### config.mk
export PLATFORM = sky130hd
export DESIGN_NAME = refresh_wake_scheduler_with_backoff_top
export DESIGN_NICKNAME = d
export VERILOG_FILES = /design/src/rtl/core/rws_pkg.sv /design/src/rtl/core/refresh_wake_scheduler_with_backoff_top.sv
export SDC_FILE = /design/constraint.sdc
export NUM_CORES = 1
export LEC_CHECK = 0
export BUFFER_PORTS_ARGS = -buffer_cell sky130_fd_sc_hd__buf_2
export CORE_MARGIN = 1.5
export CORE_UTILIZATION = 55
export CTS_CLUSTER_SIZE = 40
export DETAILED_ROUTE_END_ITERATION = 10
export PLACE_DENSITY = 0.72
export SYNTH_ARGS = -nofsm -noshare
export SYNTH_HDL_FRONTEND = slang
export SYNTH_SLANG_ARGS = --single-unit
### constraint.sdc
create_clock -name i_clk -period 27.7 [get_ports i_clk]
set_clock_uncertainty 0.05 [all_clocks]
set_input_delay 2.77 -clock i_clk [delete_from_list [all_inputs] [get_ports i_clk]]
set_output_delay 2.77 -clock i_clk [all_outputs]
set_load 0.02 [all_outputs]
### src/rtl/core/rws_pkg.sv
// ============================================================================
// rws_pkg
// Shared types and constants of the refresh wake scheduler: sequencer
// states, configuration register indexes, field widths and reset values.
// ============================================================================
package rws_pkg;

    // Field widths
    localparam int FAIL_W  = 16;
    localparam int SEC_W   = 20;
    localparam int FLOOR_W = 39;
    localparam int CFG_W   = 39;
    localparam int IDX_W   = 3;

    // Configuration register indexes
    localparam logic [IDX_W-1:0] REG_LIVE_ENABLED = 3'd0;
    localparam logic [IDX_W-1:0] REG_DEVICE_PAIRED = 3'd1;
    localparam logic [IDX_W-1:0] REG_FIRST_RETRY = 3'd2;
    localparam logic [IDX_W-1:0] REG_MAX_RETRY = 3'd3;
    localparam logic [IDX_W-1:0] REG_EPOCH_FLOOR = 3'd4;

    // Register reset values
    localparam logic [SEC_W-1:0]   FIRST_RETRY_RST = 20'd900;
    localparam logic [SEC_W-1:0]   MAX_RETRY_RST   = 20'd14400;
    localparam logic [FLOOR_W-1:0] EPOCH_FLOOR_RST = 39'd1700000000;

    // Sequencer states
    typedef enum logic [2:0] {
        S_IDLE,
        S_BACKOFF,
        S_CLASSIFY,
        S_ELAPSED,
        S_DUE,
        S_REMAIN,
        S_DONE
    } t_state;

endpackage

### src/rtl/core/refresh_wake_scheduler_with_backoff_top.sv
// ============================================================================
// refresh_wake_scheduler_with_backoff_top
// Decides per request whether to refresh now and how long to arm the wake
// timer, using an exponential retry backoff after failures.
// ============================================================================
// One item is handled at a time. A disabled or unpaired block goes straight
// to the handover. An enabled block first runs the backoff, one step per
// cycle, when the failure count is nonzero. That is at most 20 steps: up to 19
// doublings before the delay reaches half the cap, plus the step that sees
// it. Then up to four compare/subtract steps follow for the clock checks,
// the elapsed time and the remaining time. A last step hands the result
// over. The backoff and compare steps all go through one shared signed
// subtractor. The block stalls its input until it has handed the result to
// the output register, so it cannot take a new item before it is through
// with the last one. While the output register still holds an untaken
// result, a finished item waits and the input stays stalled. The next item
// is accepted as soon as the result has moved to the output register.
// Configuration is written through a plain write port; the user must write
// it only while the block is idle, as the block does not enforce this.
module refresh_wake_scheduler_with_backoff_top
    import rws_pkg::*;
#(
    parameter int TIME_BITS = 40
) (
    input  logic                        i_clk,
    input  logic                        i_rst_n,
    // configuration write port
    input  logic                        i_cfg_wr_en,
    input  logic [IDX_W-1:0]            i_cfg_index,
    input  logic [CFG_W-1:0]            i_cfg_wdata,
    // request channel
    input  logic                        i_valid,
    output logic                        o_stall,
    input  logic [FAIL_W-1:0]           i_failure_count,
    input  logic [SEC_W-1:0]            i_interval_seconds,
    input  logic signed [TIME_BITS-1:0] i_last_attempt_time,
    input  logic signed [TIME_BITS-1:0] i_now_time,
    input  logic                        i_timer_fired,
    // result channel
    output logic                        o_valid,
    input  logic                        i_stall,
    output logic                        o_fetch_now,
    output logic [SEC_W-1:0]            o_timer_seconds
);

    // Width of the shared subtractor: covers signed times and the epoch floor
    localparam int MAXW = (TIME_BITS > FLOOR_W) ? TIME_BITS : FLOOR_W;
    localparam int UW   = MAXW + 2;

    // Configuration registers
    logic                r_live_enabled;
    logic                r_device_paired;
    logic [SEC_W-1:0]    r_first_retry;
    logic [SEC_W-1:0]    r_max_retry;
    logic [FLOOR_W-1:0]  r_epoch_floor;

    // Working registers
    t_state                      r_state, n_state;
    logic [FAIL_W-1:0]           r_failures, n_failures;
    logic [FAIL_W-1:0]           r_cnt, n_cnt;
    logic signed [TIME_BITS-1:0] r_last, n_last;
    logic signed [TIME_BITS-1:0] r_now, n_now;
    logic                        r_fired, n_fired;
    logic [SEC_W-1:0]            r_delay, n_delay;
    logic [SEC_W-1:0]            r_wait, n_wait;
    logic signed [TIME_BITS-1:0] r_elapsed, n_elapsed;
    logic                        r_fetch, n_fetch;
    logic [SEC_W-1:0]            r_timer, n_timer;

    // Output register
    logic                        r_out_valid, n_out_valid;
    logic                        r_out_fetch, n_out_fetch;
    logic [SEC_W-1:0]            r_out_timer, n_out_timer;

    // Shared subtractor
    logic signed [UW-1:0] w_a, w_b, w_diff;
    logic                 w_neg;

    logic w_accept;
    logic w_out_free;

    assign o_stall     = (r_state != S_IDLE);
    assign w_accept    = i_valid && !o_stall;
    assign w_out_free  = !r_out_valid || !i_stall;
    assign o_valid     = r_out_valid;
    assign o_fetch_now = r_out_fetch;
    assign o_timer_seconds = r_out_timer;

    // Configuration writes
    always_ff @(posedge i_clk) begin
        if (!i_rst_n) begin
            r_live_enabled  <= 1'b0;
            r_device_paired <= 1'b0;
            r_first_retry   <= FIRST_RETRY_RST;
            r_max_retry     <= MAX_RETRY_RST;
            r_epoch_floor   <= EPOCH_FLOOR_RST;
        end else if (i_cfg_wr_en) begin
            case (i_cfg_index)
                REG_LIVE_ENABLED:  r_live_enabled  <= i_cfg_wdata[0];
                REG_DEVICE_PAIRED: r_device_paired <= i_cfg_wdata[0];
                REG_FIRST_RETRY:   r_first_retry   <= i_cfg_wdata[SEC_W-1:0];
                REG_MAX_RETRY:     r_max_retry     <= i_cfg_wdata[SEC_W-1:0];
                REG_EPOCH_FLOOR:   r_epoch_floor   <= i_cfg_wdata[FLOOR_W-1:0];
                default: ;
            endcase
        end
    end

    // Operand select for the shared subtractor
    always_comb begin
        w_a = '0;
        w_b = '0;
        case (r_state)
            S_BACKOFF: begin
                if (r_cnt == '0) begin
                    // final clamp: cap - delay
                    w_a = {{(UW-SEC_W){1'b0}}, r_max_retry};
                    w_b = {{(UW-SEC_W){1'b0}}, r_delay};
                end else begin
                    // saturation test: delay - cap/2
                    w_a = {{(UW-SEC_W){1'b0}}, r_delay};
                    w_b = {{(UW-SEC_W+1){1'b0}}, r_max_retry[SEC_W-1:1]};
                end
            end
            S_CLASSIFY: begin
                w_a = {{(UW-TIME_BITS){r_now[TIME_BITS-1]}}, r_now};
                w_b = {{(UW-FLOOR_W){1'b0}}, r_epoch_floor};
            end
            S_ELAPSED: begin
                w_a = {{(UW-TIME_BITS){r_now[TIME_BITS-1]}}, r_now};
                w_b = {{(UW-TIME_BITS){r_last[TIME_BITS-1]}}, r_last};
            end
            S_DUE: begin
                w_a = {{(UW-TIME_BITS){r_elapsed[TIME_BITS-1]}}, r_elapsed};
                w_b = {{(UW-SEC_W){1'b0}}, r_wait};
            end
            S_REMAIN: begin
                w_a = {{(UW-SEC_W){1'b0}}, r_wait};
                w_b = {{(UW-TIME_BITS){r_elapsed[TIME_BITS-1]}}, r_elapsed};
            end
            default: ;
        endcase
    end

    assign w_diff = w_a - w_b;
    assign w_neg  = w_diff[UW-1];

    // Sequencer state register
    always_ff @(posedge i_clk) begin
        if (!i_rst_n) begin
            r_state     <= S_IDLE;
            r_out_valid <= 1'b0;
        end else begin
            r_state     <= n_state;
            r_out_valid <= n_out_valid;
        end
    end

    // Datapath registers
    always_ff @(posedge i_clk) begin
        r_failures  <= n_failures;
        r_cnt       <= n_cnt;
        r_last      <= n_last;
        r_now       <= n_now;
        r_fired     <= n_fired;
        r_delay     <= n_delay;
        r_wait      <= n_wait;
        r_elapsed   <= n_elapsed;
        r_fetch     <= n_fetch;
        r_timer     <= n_timer;
        r_out_fetch <= n_out_fetch;
        r_out_timer <= n_out_timer;
    end

    // Next state and datapath
    always_comb begin
        n_state     = r_state;
        n_failures  = r_failures;
        n_cnt       = r_cnt;
        n_last      = r_last;
        n_now       = r_now;
        n_fired     = r_fired;
        n_delay     = r_delay;
        n_wait      = r_wait;
        n_elapsed   = r_elapsed;
        n_fetch     = r_fetch;
        n_timer     = r_timer;
        n_out_valid = r_out_valid;
        n_out_fetch = r_out_fetch;
        n_out_timer = r_out_timer;

        // result taken downstream
        if (r_out_valid && !i_stall) begin
            n_out_valid = 1'b0;
        end

        case (r_state)
            S_IDLE: begin
                if (w_accept) begin
                    n_failures = i_failure_count;
                    n_last     = i_last_attempt_time;
                    n_now      = i_now_time;
                    n_fired    = i_timer_fired;
                    n_delay    = r_first_retry;
                    n_cnt      = i_failure_count - FAIL_W'(1);
                    n_fetch    = 1'b0;
                    n_timer    = '0;
                    n_wait     = i_interval_seconds;
                    if (!(r_live_enabled && r_device_paired)) begin
                        n_state = S_DONE;
                    end else if (i_failure_count == '0) begin
                        n_state = S_CLASSIFY;
                    end else begin
                        n_state = S_BACKOFF;
                    end
                end
            end
            // one doubling step per cycle
            S_BACKOFF: begin
                if (r_cnt == '0) begin
                    n_wait  = w_neg ? r_max_retry : r_delay;
                    n_state = S_CLASSIFY;
                end else if (!w_neg) begin
                    n_wait  = r_max_retry;
                    n_state = S_CLASSIFY;
                end else if (r_delay == '0) begin
                    n_wait  = '0;
                    n_state = S_CLASSIFY;
                end else begin
                    n_delay = {r_delay[SEC_W-2:0], 1'b0};
                    n_cnt   = r_cnt - FAIL_W'(1);
                end
            end
            // fired / never attempted / clock plausibility
            S_CLASSIFY: begin
                n_timer = r_wait;
                if (r_fired || r_last[TIME_BITS-1] || (r_last == '0)) begin
                    n_fetch = 1'b1;
                    n_state = S_DONE;
                end else if (r_now[TIME_BITS-1] || w_neg) begin
                    n_fetch = (r_failures == '0);
                    n_state = S_DONE;
                end else begin
                    n_state = S_ELAPSED;
                end
            end
            S_ELAPSED: begin
                n_elapsed = w_diff[TIME_BITS-1:0];
                n_state   = S_DUE;
            end
            // due check; a backwards clock keeps the full wait
            S_DUE: begin
                if (!w_neg) begin
                    n_fetch = 1'b1;
                    n_state = S_DONE;
                end else if (!r_elapsed[TIME_BITS-1] && (r_elapsed != '0)) begin
                    n_state = S_REMAIN;
                end else begin
                    n_state = S_DONE;
                end
            end
            S_REMAIN: begin
                n_timer = w_diff[SEC_W-1:0];
                n_state = S_DONE;
            end
            // hand the result to the output register
            S_DONE: begin
                if (w_out_free) begin
                    n_out_valid = 1'b1;
                    n_out_fetch = r_fetch;
                    n_out_timer = r_timer;
                    n_state     = S_IDLE;
                end
            end
            default: begin
                n_state = S_IDLE;
            end
        endcase
    end

    // ------------------------------------------------------------------------
    // Assertions
    // ------------------------------------------------------------------------

    // an accepted item starts the sequencer
    a_accept_busy: assert property (@(posedge i_clk) disable iff (!i_rst_n)
        w_accept |=> (r_state != S_IDLE))
        else $error("sequencer stayed idle after accepting an item");

    // remaining time is only taken for a positive elapsed time below the wait
    a_remain_range: assert property (@(posedge i_clk) disable iff (!i_rst_n)
        (r_state == S_REMAIN) |-> (!r_elapsed[TIME_BITS-1] && (r_elapsed != '0) && !w_neg))
        else $error("remaining time computed for an out-of-range elapsed time");

    // a finished item reaches the output register
    a_done_out: assert property (@(posedge i_clk) disable iff (!i_rst_n)
        ((r_state == S_DONE) && w_out_free) |=> (r_out_valid && (r_state == S_IDLE)))
        else $error("finished item did not reach the output register");

endmodule

==> impl_metrics.yaml <==
timing:
  fin_crit_ns: 6.39
  fin_crit_sh_pct: 23.1
  relSlewSlack_pct: 27.4
  final-setup-viol-count: 0
  rsz0062_at_grt: "false"
  fin_tns_setup_ns: 0
  hold_viol_final: 0
  fmax_mhz: 156
  slew_violations: 0
  worst_pin_slew_ns: 1.09
synth:
  syn_nets: 1896
  ys_ff_latch: 320
  ys_types: 66
  ys_warn_count: 0
  synth_area_leaders: "edfxtp_1 (42%), dfxtp_1 (10%), nand2_1 (8.8%)"
  ys.flop_type: "edfxtp_1"
  synth_largest_area_cell: "edfxtp_1"
  syn_area_um2: 16700
  synth-async-reset-ratio_pct: 0
  synth_area_per_cell_um2: 9.88
  yosysSeqAreaShare_pct: 52.5
  synthCells: 1687
  synth-edff-count: 235
  synthDominantCellAreaShare_pct: 42.3
drt:
  route.vias.total: 14000
  top_layer_used: "met4"
  drtAntennaViolNets: 0
  wl_met2_mm: 20.3
  drt_iter0_markers: 1956
  wl_met1_mm: 21.9
  drcViolationCount: 0
  routed_wl_mm: 50.2
  wire_per_inst_um: 22.4
  met3_length_mm: 6.61
  routed_via_density: 6.26
  dr.pass1.iters: 9
clock_network:
  postCtsSetupBuffers: 0
  hold_buffers: 0
  h-tree-depth: 2
  clk_latency_ns: 0.53
  clk_pin_slew_ns: 0.06
  cts_tree: "yes"
  cts_root_buffer: "clkbuf_16"
  cts-resized-gates: 0
  cts-buffers-inserted: 38
  cts_sinks: 320
  ctsLongestPathBuffers: 3
layout:
  multi_input_area_um2: 7480
  layout-drive-gt1-share_pct: 17.7
  area_delta_synth_final_pct: 14.8
  nNetsFinal: 2034
  final_util_pct: 64.4
  insertedDiodeCount: 0
  seq_area_um2: 8760
  filler_cell_count: 2474
place:
  gp_congestion: 0.954
  dpl.hpwl_mm: 35.6
  numPortBuffers: 186
worst_setup_path:
  ff2ff_setup_slack_ns: 21.31
  slowest_delay_ns: 0.94
  crit_path_start_kind: "flop"
  rr_worst_depth: 14
  required_ns: 27.79
  critPathCaptureType: "flop"
  cp.arrival_ns: 6.48
  worstSetupPathType: "reg2reg"
  r2r-end: "r_wait[3]"
  crit_slowest_cell: "o2111a_1"
  path_buf_inv: 3
  path_cells: "inv_1 -> ha_1 -> buf_4 -> nor3_2 -> buf_4 -> nor2_1 -> ha_1 -> nand3_1 -> nor4_1 -> o221ai_1 -> o2111ai_1 -> o2bb2ai_4 -> nand3_1 -> o2111a_1"
  crit_family: "simple AND/OR/NAND/NOR gates"
  crit_fanout: 42
  rr_startpoint: "r_state[2]"
pwr:
  p_leak_uw: 0.00723
  p_per_area_nw_per_um2: 125
  peakVddDrop_mv: 0.0716
floorplanning:
  dieArea_um2: 31400
  rows: 63
  die_w_um: 177
  die_h_um: 177
  boundaryPins: 187
  start_util_pct: 56.1
  core_um2: 29700
global_routing:
  grt_pass1_wl_mm: 75.8
  grt_max_degree: 86
  grt_pass1_vias: 12900
  grt_util_all_layers_pct: 32.0
  antenna_found_initial: 0
  grt_overflow: 0
worst_hold_path:
  min_path_cells: 0
  hold_path_class: "reg2reg"
  whs_endpoint: "o_timer_seconds[4]"
  min_from: "r_timer[4]"
job:
  drv_cap: 0
outcome:
  status: "finished, final reports clean"
[flip-flops by register name, summed over array words and instances (netlist names), 3 cells and up]
| register | flops |
|---|---|
| r_elapsed | 40 |
| r_max_retry | 20 |
| r_last | 40 |
| r_state | 3 |
| r_wait | 20 |
| r_epoch_floor | 39 |
| r_timer | 20 |
| r_failures | 16 |
| o_timer_seconds | 20 |
| r_delay | 20 |
| r_now | 40 |
| r_first_retry | 20 |
| r_cnt | 16 |
[kinds of logic after synthesis]
family,after synthesis,share of synthesized area [%]
simple gates,701,17.8
fa+ha+maj,45,3.42
compound gates,399,17.9
flops,320,52.5
xor+xnor,53,2.78
mux,40,2.54
buf+inv,129,3.03
[metal layers]
layer / vias to the layer above / GRT usage (%)
met5: - / 0
met3: 97 / 7.73
met2: 872 / 44.3
met1: 6572 / 49.4
li1: 6502 / -
met4: 0 / 8.83
[cells in the mapped netlist (all sizes together), types with 36 or more instances]
cell      n
a221oi   60
nor4     36
a21oi    81
ha       44
nor2    150
dfxtp    85
a22oi    40
o21ai    54
clkbuf   97
nand2   393
a21boi   62
edfxtp  235
[worst max path at each step]
stage,start,endpoint,slack [ns],cells past startpoint
3_3_place_gp,r_state[2],r_wait[3],21.57,14
4_1_cts,r_state[2],r_wait[6],21.41,14
5_1_grt,r_state[2],r_wait[3],20.89,14
6_report,r_state[2],r_wait[3],21.31,14
2_1_floorplan,r_state[1],r_cnt[0],18.72,14
3_5_place_dp,r_state[2],r_wait[3],21.38,14
[report_power, final]
part           total [µW]  switching [µW]  internal, µW  leakage (µW)
clock network         495             198           297      0.000617
registers             764            70.9           693       0.00289
logic                1140             736           406       0.00372
total                2400            1000          1400       0.00723
[through the flow]
stage | hold WS (ns) | setup WS, ns | cell area [µm²] | total power (µW) | instances
after floorplan | 0.350 | 18.72 | 16700 | 1580 | 1687
after global placement | 0.356 | 21.57 | 17900 | 1860 | 2175
after detailed placement | 0.355 | 21.38 | 17900 | 1870 | 2175
after CTS | 0.368 | 21.41 | 19100 | 2370 | 2243
after global routing | 0.375 | 20.89 | 19100 | 2520 | 2243
final | 0.366 | 21.31 | 19100 | 2400 | 2243
[final cells by class]
cell class	count	share of cell area, %
Tap cell	390	2.55
Timing Repair Buffer	208	5.73
Clock inverter	21	1.06
Multi-Input combinational cell	1238	39.1
Inverter	19	0.373
Clock buffer	47	5.46
Sequential cell	320	45.8
[cell usage in the layout (no fill, tap or decap), types with 8 or more instances in the layout]
master	n
dfxtp_1	84
ha_1	44
a21boi_0	62
buf_2	186
mux2i_1	22
xnor2_1	34
inv_1	18
a221oi_1	40
nand3_1	35
xor2_1	18
nor2b_1	8
a21o_1	8
nor3_1	24
clkbuf_16	39
o21ai_0	52
nor2_1	147
buf_4	22
mux2_2	18
a222oi_1	18
a22o_1	20
a22oi_1	40
nor4_1	36
a221oi_2	20
edfxtp_1	235
nand2_1	392
a21oi_1	80
and3_1	9
nand4_1	12
No activity file was read; power rests on OpenSTA's default activity.
